`config.mk`:
```
export PLATFORM = sky130hd
export DESIGN_NAME = lph_ctrl
export DESIGN_NICKNAME = d
export VERILOG_FILES = /design/src/rtl/core/lph_pkg.sv /design/src/rtl/core/lph_ctrl.sv
export SDC_FILE = /design/constraint.sdc
export NUM_CORES = 1
export LEC_CHECK = 0
export ABC_CLOCK_PERIOD_IN_PS = 1000
export BUFFER_PORTS_ARGS = -buffer_cell sky130_fd_sc_hd__buf_4
export CAP_MARGIN = 15
export CORE_AREA = 4 4 41 43
export CTS_BUF_LIST = sky130_fd_sc_hd__clkbuf_8 sky130_fd_sc_hd__clkbuf_16
export DETAILED_ROUTE_END_ITERATION = 8
export DIE_AREA = 0 0 45 47
export GPL_ROUTABILITY_DRIVEN = 0
export GPL_TIMING_DRIVEN = 0
export PLACE_DENSITY_LB_ADDON = 0.12
export SLEW_MARGIN = 20
export SYNTH_ARGS = -nofsm -noshare
export SYNTH_HDL_FRONTEND = slang
export SYNTH_SLANG_ARGS = --single-unit
```
`constraint.sdc`:
```
create_clock -name clk -period 1 [get_ports clk]
set_input_delay 0 -clock clk [delete_from_list [all_inputs] [get_ports clk]]
set_output_delay 0 -clock clk [all_outputs]
set_load 0.02 [all_outputs]
```
`src/rtl/core/lph_pkg.sv`:
```
// Shared types, codes and defaults for the linear probing hash table.
`timescale 1ns / 1ps

package lph_pkg;

    localparam int unsigned SLOTS_DEF     = 128;
    localparam int unsigned KEY_BYTES_DEF = 8;

    localparam int unsigned ACTION_W = 2;
    localparam int unsigned KEY_W    = 64;
    localparam int unsigned STATUS_W = 3;
    localparam int unsigned SLOT_W   = 7;

    localparam logic [ACTION_W-1:0] ACT_INSERT = 2'd1;
    localparam logic [ACTION_W-1:0] ACT_DELETE = 2'd2;

    localparam logic [STATUS_W-1:0] RS_FOUND      = 3'd0;
    localparam logic [STATUS_W-1:0] RS_ABSENT     = 3'd1;
    localparam logic [STATUS_W-1:0] RS_INSERTED   = 3'd2;
    localparam logic [STATUS_W-1:0] RS_PRESENT    = 3'd3;
    localparam logic [STATUS_W-1:0] RS_FULL       = 3'd4;
    localparam logic [STATUS_W-1:0] RS_DELETED    = 3'd5;
    localparam logic [STATUS_W-1:0] RS_DEL_ABSENT = 3'd6;
    localparam logic [STATUS_W-1:0] RS_EMPTY_KEY  = 3'd7;

    localparam logic [1:0] MARK_EMPTY   = 2'd0;
    localparam logic [1:0] MARK_USED    = 2'd1;
    localparam logic [1:0] MARK_DELETED = 2'd2;

    typedef struct packed {
        logic [ACTION_W-1:0] action;
        logic [KEY_W-1:0]    key;
    } req_t;

    typedef struct packed {
        logic [STATUS_W-1:0] status;
        logic [SLOT_W-1:0]   slot;
    } rsp_t;

    typedef enum logic [2:0] {
        CS_CLEAR,
        CS_IDLE,
        CS_QUOT,
        CS_HOME,
        CS_READ,
        CS_CHECK
    } ctrl_state_t;

    typedef struct packed {
        logic clear;
        logic load;
        logic quot;
        logic home;
        logic read;
        logic advance;
        logic finish;
    } cmd_t;

    typedef struct packed {
        logic clr_last;
        logic key_zero;
        logic stop;
    } sts_t;

endpackage

```
`src/rtl/core/lph_ctrl.sv`:
```
// Controller state machine that sequences clearing, hashing and probing.
`timescale 1ns / 1ps

module lph_ctrl (
    input  logic          clk,
    input  logic          rst_n,
    input  logic          start,
    input  lph_pkg::sts_t sts,
    output lph_pkg::cmd_t cmd,
    output logic          busy
);
    import lph_pkg::*;

    ctrl_state_t state_reg;
    ctrl_state_t state_next;

    always_ff @(posedge clk or negedge rst_n)
    begin
        if (!rst_n)
        begin
            state_reg <= CS_CLEAR;
        end
        else
        begin
            state_reg <= state_next;
        end
    end

    always_comb
    begin
        state_next = state_reg;
        cmd        = '0;
        busy       = 1'b1;
        case (state_reg)
            CS_CLEAR:
            begin
                cmd.clear = 1'b1;
                if (sts.clr_last)
                begin
                    state_next = CS_IDLE;
                end
            end
            CS_IDLE:
            begin
                busy = 1'b0;
                if (start)
                begin
                    cmd.load   = 1'b1;
                    state_next = CS_QUOT;
                end
            end
            CS_QUOT:
            begin
                if (sts.key_zero)
                begin
                    cmd.finish = 1'b1;
                    state_next = CS_IDLE;
                end
                else
                begin
                    cmd.quot   = 1'b1;
                    state_next = CS_HOME;
                end
            end
            CS_HOME:
            begin
                cmd.home   = 1'b1;
                state_next = CS_READ;
            end
            CS_READ:
            begin
                cmd.read   = 1'b1;
                state_next = CS_CHECK;
            end
            CS_CHECK:
            begin
                if (sts.stop)
                begin
                    cmd.finish = 1'b1;
                    state_next = CS_IDLE;
                end
                else
                begin
                    cmd.advance = 1'b1;
                end
            end
            default:
            begin
                state_next = CS_IDLE;
            end
        endcase
    end

endmodule

```
# After elaboration in Yosys (flattened, before gate mapping)
# Index checks and enable logic that the tools add are counted.
# classes
n_mux	18
eq_ne	8
reduce_logical	2
# ops
op	n
$pmux W3 S6	1
$mux W1	12
$mux W3	3
$eq A3 B2 Y1 const B	2
$eq A3 B3 Y1 const B	2
$ne A2 B2 Y1 const B	3
$eq A3 B1 Y1 const B	1
$logic_not A3 Y1	1
$reduce_and A3 Y1	1
$mux W2	1
$pmux W1 S2	1
# word_totals
inputBits	6
out_inout_bits	8
elab_cells	29
reg_bits	3

# Logic depth before layout (Yosys ltp)
# Gate-level depths: netlist of run 1.
# depth
word_depth	3
mapped_depth	3
mapped_depth_nobuf	2

# Least setup slack after synthesis of run 1
# OpenSTA, ideal clock, no wires.
# synth_path
path_kind	register to register
startpoint	register state_reg[1]
endpoint	register state_reg[1]
stages_incl_launch_ff	3
required_ns	0.933
setup_ns	0.067
n_path_buf	0
arrival_ns	1.164
period_less_slack_ns	1.231
setup_slack_ns	-0.231
cell_sequence	dfrtp_1 nor4bb_2 a21o_1
# synth_via
elab_chain_len	3
word_cells_on_any_way	11
cone_classes	8 x eq/ne; 1 x mux; 2 x reduce/logical
# synth_rtl
item	line	rtl
from (decl)	lph_ctrl.sv:14	ctrl_state_t state_reg;
from (signal assigned)	lph_ctrl.sv:25	state_reg <= state_next;
$eq A3 B3 Y1 (tied with other cells)	lph_ctrl.sv:34	case (state_reg)
$ne A2 B2 Y1 (no line)	--	
$reduce_and A3 Y1 (no line)	--	
# Parallel ways exist; a longest one is shown, timed or not.
# A chain may end at the register's enable or synchronous reset.

==> results of run 1 <==
[layout make-up]
| cell class | count | area (µm²) | area share [%] |
|---|---|---|---|
| repair buffers | 25 | 224 | 38.8 |
| multi-input cells | 17 | 186 | 32.3 |
| flip-flops and latches | 3 | 76.3 | 13.2 |
| clock buffers | 3 | 41.3 | 7.16 |
| plain buffers | 2 | 22.5 | 3.90 |
| well taps | 15 | 18.8 | 3.25 |
| clock inverters | 1 | 3.75 | 0.651 |
| inverters | 1 | 3.75 | 0.651 |
[power by group through the flow]
stage | Combinational, W | Sequential, W | Clock (W)
final | 0.00132 | 0.000254 | 0.000350
after global routing | 0.00141 | 0.000261 | 0.000380
after CTS | 0.00102 | 0.000252 | 0.000347
after detailed placement | 0.000731 | 0.000253 | 0
after global placement | 0.000724 | 0.000253 | 0
after floorplan | 0.000493 | 0.000237 | 0
[cell families (layout without fill, tap and decap cells)]
group,after synthesis,in the layout,share of synthesized area [%]
AOI/OAI and AO/OA,6,6,20.4
buffers and inverters,3,32,9.94
DFF,3,3,33.1
and+or+nand+nor,11,11,36.5
[final timing paths]
kind	startpoint	end	slack (ns)	depth (start not counted)
hold reg to reg	state_reg[0]$_DFFE_PN0P_	state_reg[0]$_DFFE_PN0P_	0.70	3
min in group asynchronous	rst_n	state_reg[1]$_DFFE_PN0P_	0.11	2
setup reg to reg	state_reg[0]$_DFFE_PN0P_	state_reg[0]$_DFFE_PN0P_	-0.18	4
setup / recovery	state_reg[0]$_DFFE_PN0P_	cmd[0]	-0.23	4
max in group asynchronous	rst_n	state_reg[1]$_DFFE_PN0P_	0.79	2
hold / removal	sts[2]	state_reg[0]$_DFFE_PN0P_	0.07	3
[what timing repair did]
item                       in CTS  in global routing
hold endpoints to repair        3                  0
setup endpoints to repair      11                 11
resized for setup               9                 11
hold buffers                    1                  0
buffers inserted                7                  4
gates cloned                    0                  0
pin swaps                       4                  6
[synthesized netlist by cell type (all sizes together)]
cell type	instances
dfrtp	3
a21o	2
buf	2
nor3b	2
a21bo	1
a32o	1
and2	1
and3b	1
inv	1
nand2	1
nand2b	1
nor2	1
nor2b	1
nor3	1
nor4bb	1
o21ai	1
o22ai	1
or3	1
[through the flow]
step                      hold slack, ns  utilization [%]  cells  worst slack (ns)
after floorplan                   -0.296                -     23           -0.0732
after global placement            -0.210             27.1     51            -0.112
after detailed placement          -0.210             27.1     51            -0.115
after CTS                         0.0787             38.3     63            -0.223
after global routing              0.0827             44.3     67            -0.285
final                             0.0732             44.3     67            -0.234
[critical path, stage by stage (launching register included)]
cell and delay (ns):
dfrtp_1 0.36, buf_6 0.13, nor2b_4 0.13, a32o_2 0.27
buf_6 0.13
[layer usage]
metal / part of all wire (%) / wire [µm] / vias to the layer above / GRT usage, %
met5: 0 / 0 / - / 0
met4: 2.9 / 24 / 0 / 10.5
met3: 4.6 / 38 / 3 / 2.30
met2: 54 / 453 / 9 / 15.5
met1: 38 / 318 / 140 / 8.20
li1: - / - / 141 / -
==> key figures, run 1 <==
Final layout
  • Commonest non-fill, non-tap cells in the layout: 15 x buf_4, 11 x buf_6, 3 x clkbuf_8
  • Antenna diodes: 0
  • Area Overhead vs Synth: 155%
  • Design area: 577 µm²
  • Largest register FFs: 3
  • Share of cells above drive strength 1: 75.0%
  • Leading cell type in the layout, fill and taps excluded: buf_4
  • Final nets: 59
  • Fill count: 144

Detailed routing
  • Final ANT Viol Nets: 0
  • Detailed Route WL: 835 µm
  • # DRC: 0
  • Vias per std cell: 4.37
  • Drt wl/cell: 12.5 µm
  • 1st-iter DRT viols: 3
  • Drt first pass iters: 2
  • Vias: 293

GRT
  • Vias in the first global route: 300
  • Gr ovfl total: 0
  • Initial antenna violation count: 0
  • GR Util All Layers: 9.09%
  • Pin count of the biggest net entering global routing: 9
  • First-pass GRT wire length: 1.26 mm

CTS
  • CTS tree: yes
  • Clock Latency Late Sink: 0.22 ns
  • CTS Sinks: 3
  • Longest Clk Path Bufs: 2
  • # H-tree levels: 1
  • Inserted Clock Buffers: 3
  • Reg clk slew, reported paths: 0.03 ns
  • Clk Tree Root Cell: clkbuf_8

Setup path
  • Worst Path Required: 1.00 ns
  • Endpoint class of the critical path: output port
  • Critical path class: reg2out
  • CP startpoint kind: flop
  • Arrival time worst endpoint: 1.23 ns
  • Crit Path Max Fanout: 5

STA
  • Setup-failing EPs final: 11
  • Final Hold Violating Endpoints: 0
  • Clk_skew: 0.00147 ns
  • RSZ-0062 raised after global routing: true
  • Minimum clock period: 1.23 ns
  • Final Cycle Share: 123%
  • Fin. max-slew vios: 0
  • Fmax: 810 MHz
  • Setup ws final: -0.234 ns
  • Setup TNS: -1.72 ns
  • Worst Max-Slew Pin Slew: 0.224 ns
  • Normalized max-slew margin: 85.1%

Logic synthesis
  • Synth Register Bits: 3
  • Post-synth top area cell: dfrtp_1
  • Seq/Total Area, Yosys: 33.1%
  • Mean area per synthesized cell: 9.85 µm²
  • Synth unique cells: 20
  • Yosys Warn Count: 0
  • Top cell type's share of synthesized area: 33.1%
  • Post-Syn Area: 226 µm²
  • Post-Syn Nets: 29
  • Post-synthesis instance total: 23
  • Synth area leaders: dfrtp_1 33%, nor4bb_2 7.2%, a21o_1 6.6%, nor3b_2 5.5%, buf_6 5.0%

Die
  • Starting density of the core: 17.4%
  • Die span in y: 47 µm
  • Chip width: 45 µm
  • Core footprint: 0.00130 mm²
  • Die area: 0.00212 mm²
  • Std cell rows: 13
  • IO Pins: 14

Placed design
  • Final HPWL DP: 451 µm
  • Placed Area: 353 µm²
  • Port Buf Inserts: 13

Power and ir drop
  • Internal power: 0.00122 W
  • Logic pwr share: 68.6%
  • Total power: 0.00193 W
  • Sw power: 0.000705 W
  • Peak supply drop: 1.60 mV
  • Sequential share of power: 13.2%
  • Sw Share: 36.6%
  • Pwr Density: 3340 mW/mm²
  • Leakage Power: 0.301 nW
  • Proportion of power drawn by the clock network: 18.2%

Hold path
  • Hold Path Class: in2reg

Flow run
  • Max Cap Viol: 0

Status
  • Failing checks: setup timing
  • Status: complete, but fails checks
No activity file was read; power rests on OpenSTA's default activity.
==> run 2, diff against run 1 <==
--- a/config.mk
+++ b/config.mk
@@ -15,6 +15,7 @@
 export GPL_ROUTABILITY_DRIVEN = 0
 export GPL_TIMING_DRIVEN = 0
 export PLACE_DENSITY_LB_ADDON = 0.12
+export RECOVER_POWER = 50
 export SLEW_MARGIN = 20
 export SYNTH_ARGS = -nofsm -noshare
 export SYNTH_HDL_FRONTEND = slang
==> key figures, run 2 (same netlist as run 1, synthesis figures left out) <==
Status
  • Status: complete, but fails checks
  • Failing checks: setup timing

Final layout
  • Leading cell type in the layout, fill and taps excluded: buf_4
  • Antenna diodes: 0
  • Share of cells above drive strength 1: 73.1%
  • Area Overhead vs Synth: 153%
  • Largest register FFs: 3
  • Post-route insts no fill: 67
  • Final core occ: 44.0%
  • Final nets: 59
  • Commonest non-fill, non-tap cells in the layout: 14 x buf_4, 11 x buf_6, 3 x clkbuf_8

STA
  • Setup-failing EPs final: 11
  • Normalized max-slew margin: 85.1%
  • Clk_skew: 0.00147 ns
  • Worst Max-Slew Pin Slew: 0.224 ns
  • Minimum clock period: 1.24 ns
  • Final Hold Violating Endpoints: 0
  • Final Cycle Share: 124%
  • Setup TNS: -1.72 ns
  • Worst hold margin: 0.0731 ns
  • Setup ws final: -0.235 ns
  • Fmax: 809 MHz
  • Fin. max-slew vios: 0
  • RSZ-0062 raised after global routing: true

Detailed routing
  • Detailed Route WL: 834 µm
  • Vias: 292
  • # DRC: 0
  • Drt wl/cell: 12.4 µm
  • Vias per std cell: 4.36
  • 1st-iter DRT viols: 3
  • Final ANT Viol Nets: 0
  • Drt first pass iters: 2

Hold path
  • Hold Path Class: in2reg
  • Hold_sp: sts[2]

Power and ir drop
  • Total power: 0.00192 W
  • Pwr Density: 3360 mW/mm²
  • Peak supply drop: 1.60 mV
  • Leakage Power: 0.297 nW

Setup path
  • Slowest Stage Delay on Critical Path: 0.36 ns
  • CP startpoint kind: flop
  • Crit Path Max Fanout: 5
  • RR Startpoint: state_reg[0]$_DFFE_PN0P_
  • Critical path's slowest cell: dfrtp_1
  • Endpoint class of the critical path: output port
  • Worst Path Required: 1.00 ns
  • Crit. Startpoint: state_reg[0]$_DFFE_PN0P_
  • Critical path class: reg2out
  • Most used cell, CP: buf_6
  • Crit path cell chain: buf_6 > nor2b_4 > a32o_2 > buf_6
  • Arrival time worst endpoint: 1.24 ns

Die
  • Starting density of the core: 17.4%
  • Chip width: 45 µm
  • Std cell rows: 13
  • Die area: 0.00212 mm²
  • Core footprint: 0.00130 mm²
  • IO Pins: 14
  • Die span in y: 47 µm

Placed design
  • Final HPWL DP: 451 µm
  • Placed cells: 51
  • Port Buf Inserts: 13

CTS
  • Longest Clk Path Bufs: 2
  • CTS Sinks: 3
  • Clk Tree Root Cell: clkbuf_8
  • CTS tree: yes
  • Inserted Clock Buffers: 3
  • Clock Latency Late Sink: 0.22 ns
  • # H-tree levels: 1
  • Reg clk slew, reported paths: 0.03 ns

GRT
  • Vias in the first global route: 300
  • Initial antenna violation count: 0
  • Pin count of the biggest net entering global routing: 9
  • GR Util All Layers: 9.09%
  • First-pass GRT wire length: 1.26 mm
  • Gr ovfl total: 0

Flow run
  • Max Cap Viol: 0
run 2: cell types whose count changed in the layout (fill, tap and decap cells not counted), sizes merged:
cell    before  now
buf         26   25
clkbuf       3    4
run 2: where the power goes:
| group | switching [W] | total [W] | leakage [nW] | internal (W) |
|---|---|---|---|---|
| clock network | 0.0000881 | 0.000350 | 0.0269 | 0.000262 |
| registers | 0.0000757 | 0.000255 | 0.0357 | 0.000179 |
| logic | 0.000541 | 0.00132 | 0.235 | 0.000779 |
| total | 0.000705 | 0.00192 | 0.297 | 0.00122 |
run 2: through the flow:
stage	instance area [µm²]	worst slack, ns
after global routing	573	-0.285
after detailed placement	353	-0.115
after CTS	498	-0.223
after floorplan	236	-0.0732
final	573	-0.235
after global placement	353	-0.112
run 2: critical path, delay by kind of cell (launching register included):
kind,cells,cell delay [ns]
flip-flops,1,0.36
AO/OA/AOI/OAI,1,0.27
buffers and inverters,2,0.26
AND/OR/NAND/NOR,1,0.13
run 2: path summary, 6_finish.rpt:
path | cells after the start | endpoint | slack (ns)
worst min register to register | 3 | state_reg[0]$_DFFE_PN0P_ | 0.70
worst max register to register | 4 | state_reg[0]$_DFFE_PN0P_ | -0.19
max in group asynchronous | 2 | state_reg[1]$_DFFE_PN0P_ | 0.73
min in group asynchronous | 2 | state_reg[1]$_DFFE_PN0P_ | 0.11
worst max-delay path | 4 | cmd[0] | -0.24
worst min-delay path | 3 | state_reg[0]$_DFFE_PN0P_ | 0.07
run 2: final cells by class:
type / instances / area, µm²
Sequential cell: 3 / 76.3
Tap cell: 15 / 18.8
Fill cell: 144 / 728
Buffer: 2 / 22.5
Inverter: 1 / 3.75
Timing Repair Buffer: 25 / 220
Clock inverter: 1 / 3.75
Clock buffer: 3 / 41.3
Multi-Input combinational cell: 17 / 186
run 2: metal layers:
metal | up-vias | wire length [µm] | GRT usage (%)
met5 | - | 0 | 0
met4 | 0 | 24 | 10.5
met3 | 3 | 38 | 2.30
met2 | 9 | 454 | 15.5
met1 | 139 | 316 | 8.20
li1 | 141 | - | -
run 2: timing repair:
item                                    in CTS  in global routing
endpoints found under the setup margin      11                 11
hold endpoints to repair                     3                  0
hold buffers                                 1                  0
pin swaps                                    4                  6
buffers inserted                             7                  4
resized for setup                            9                 11
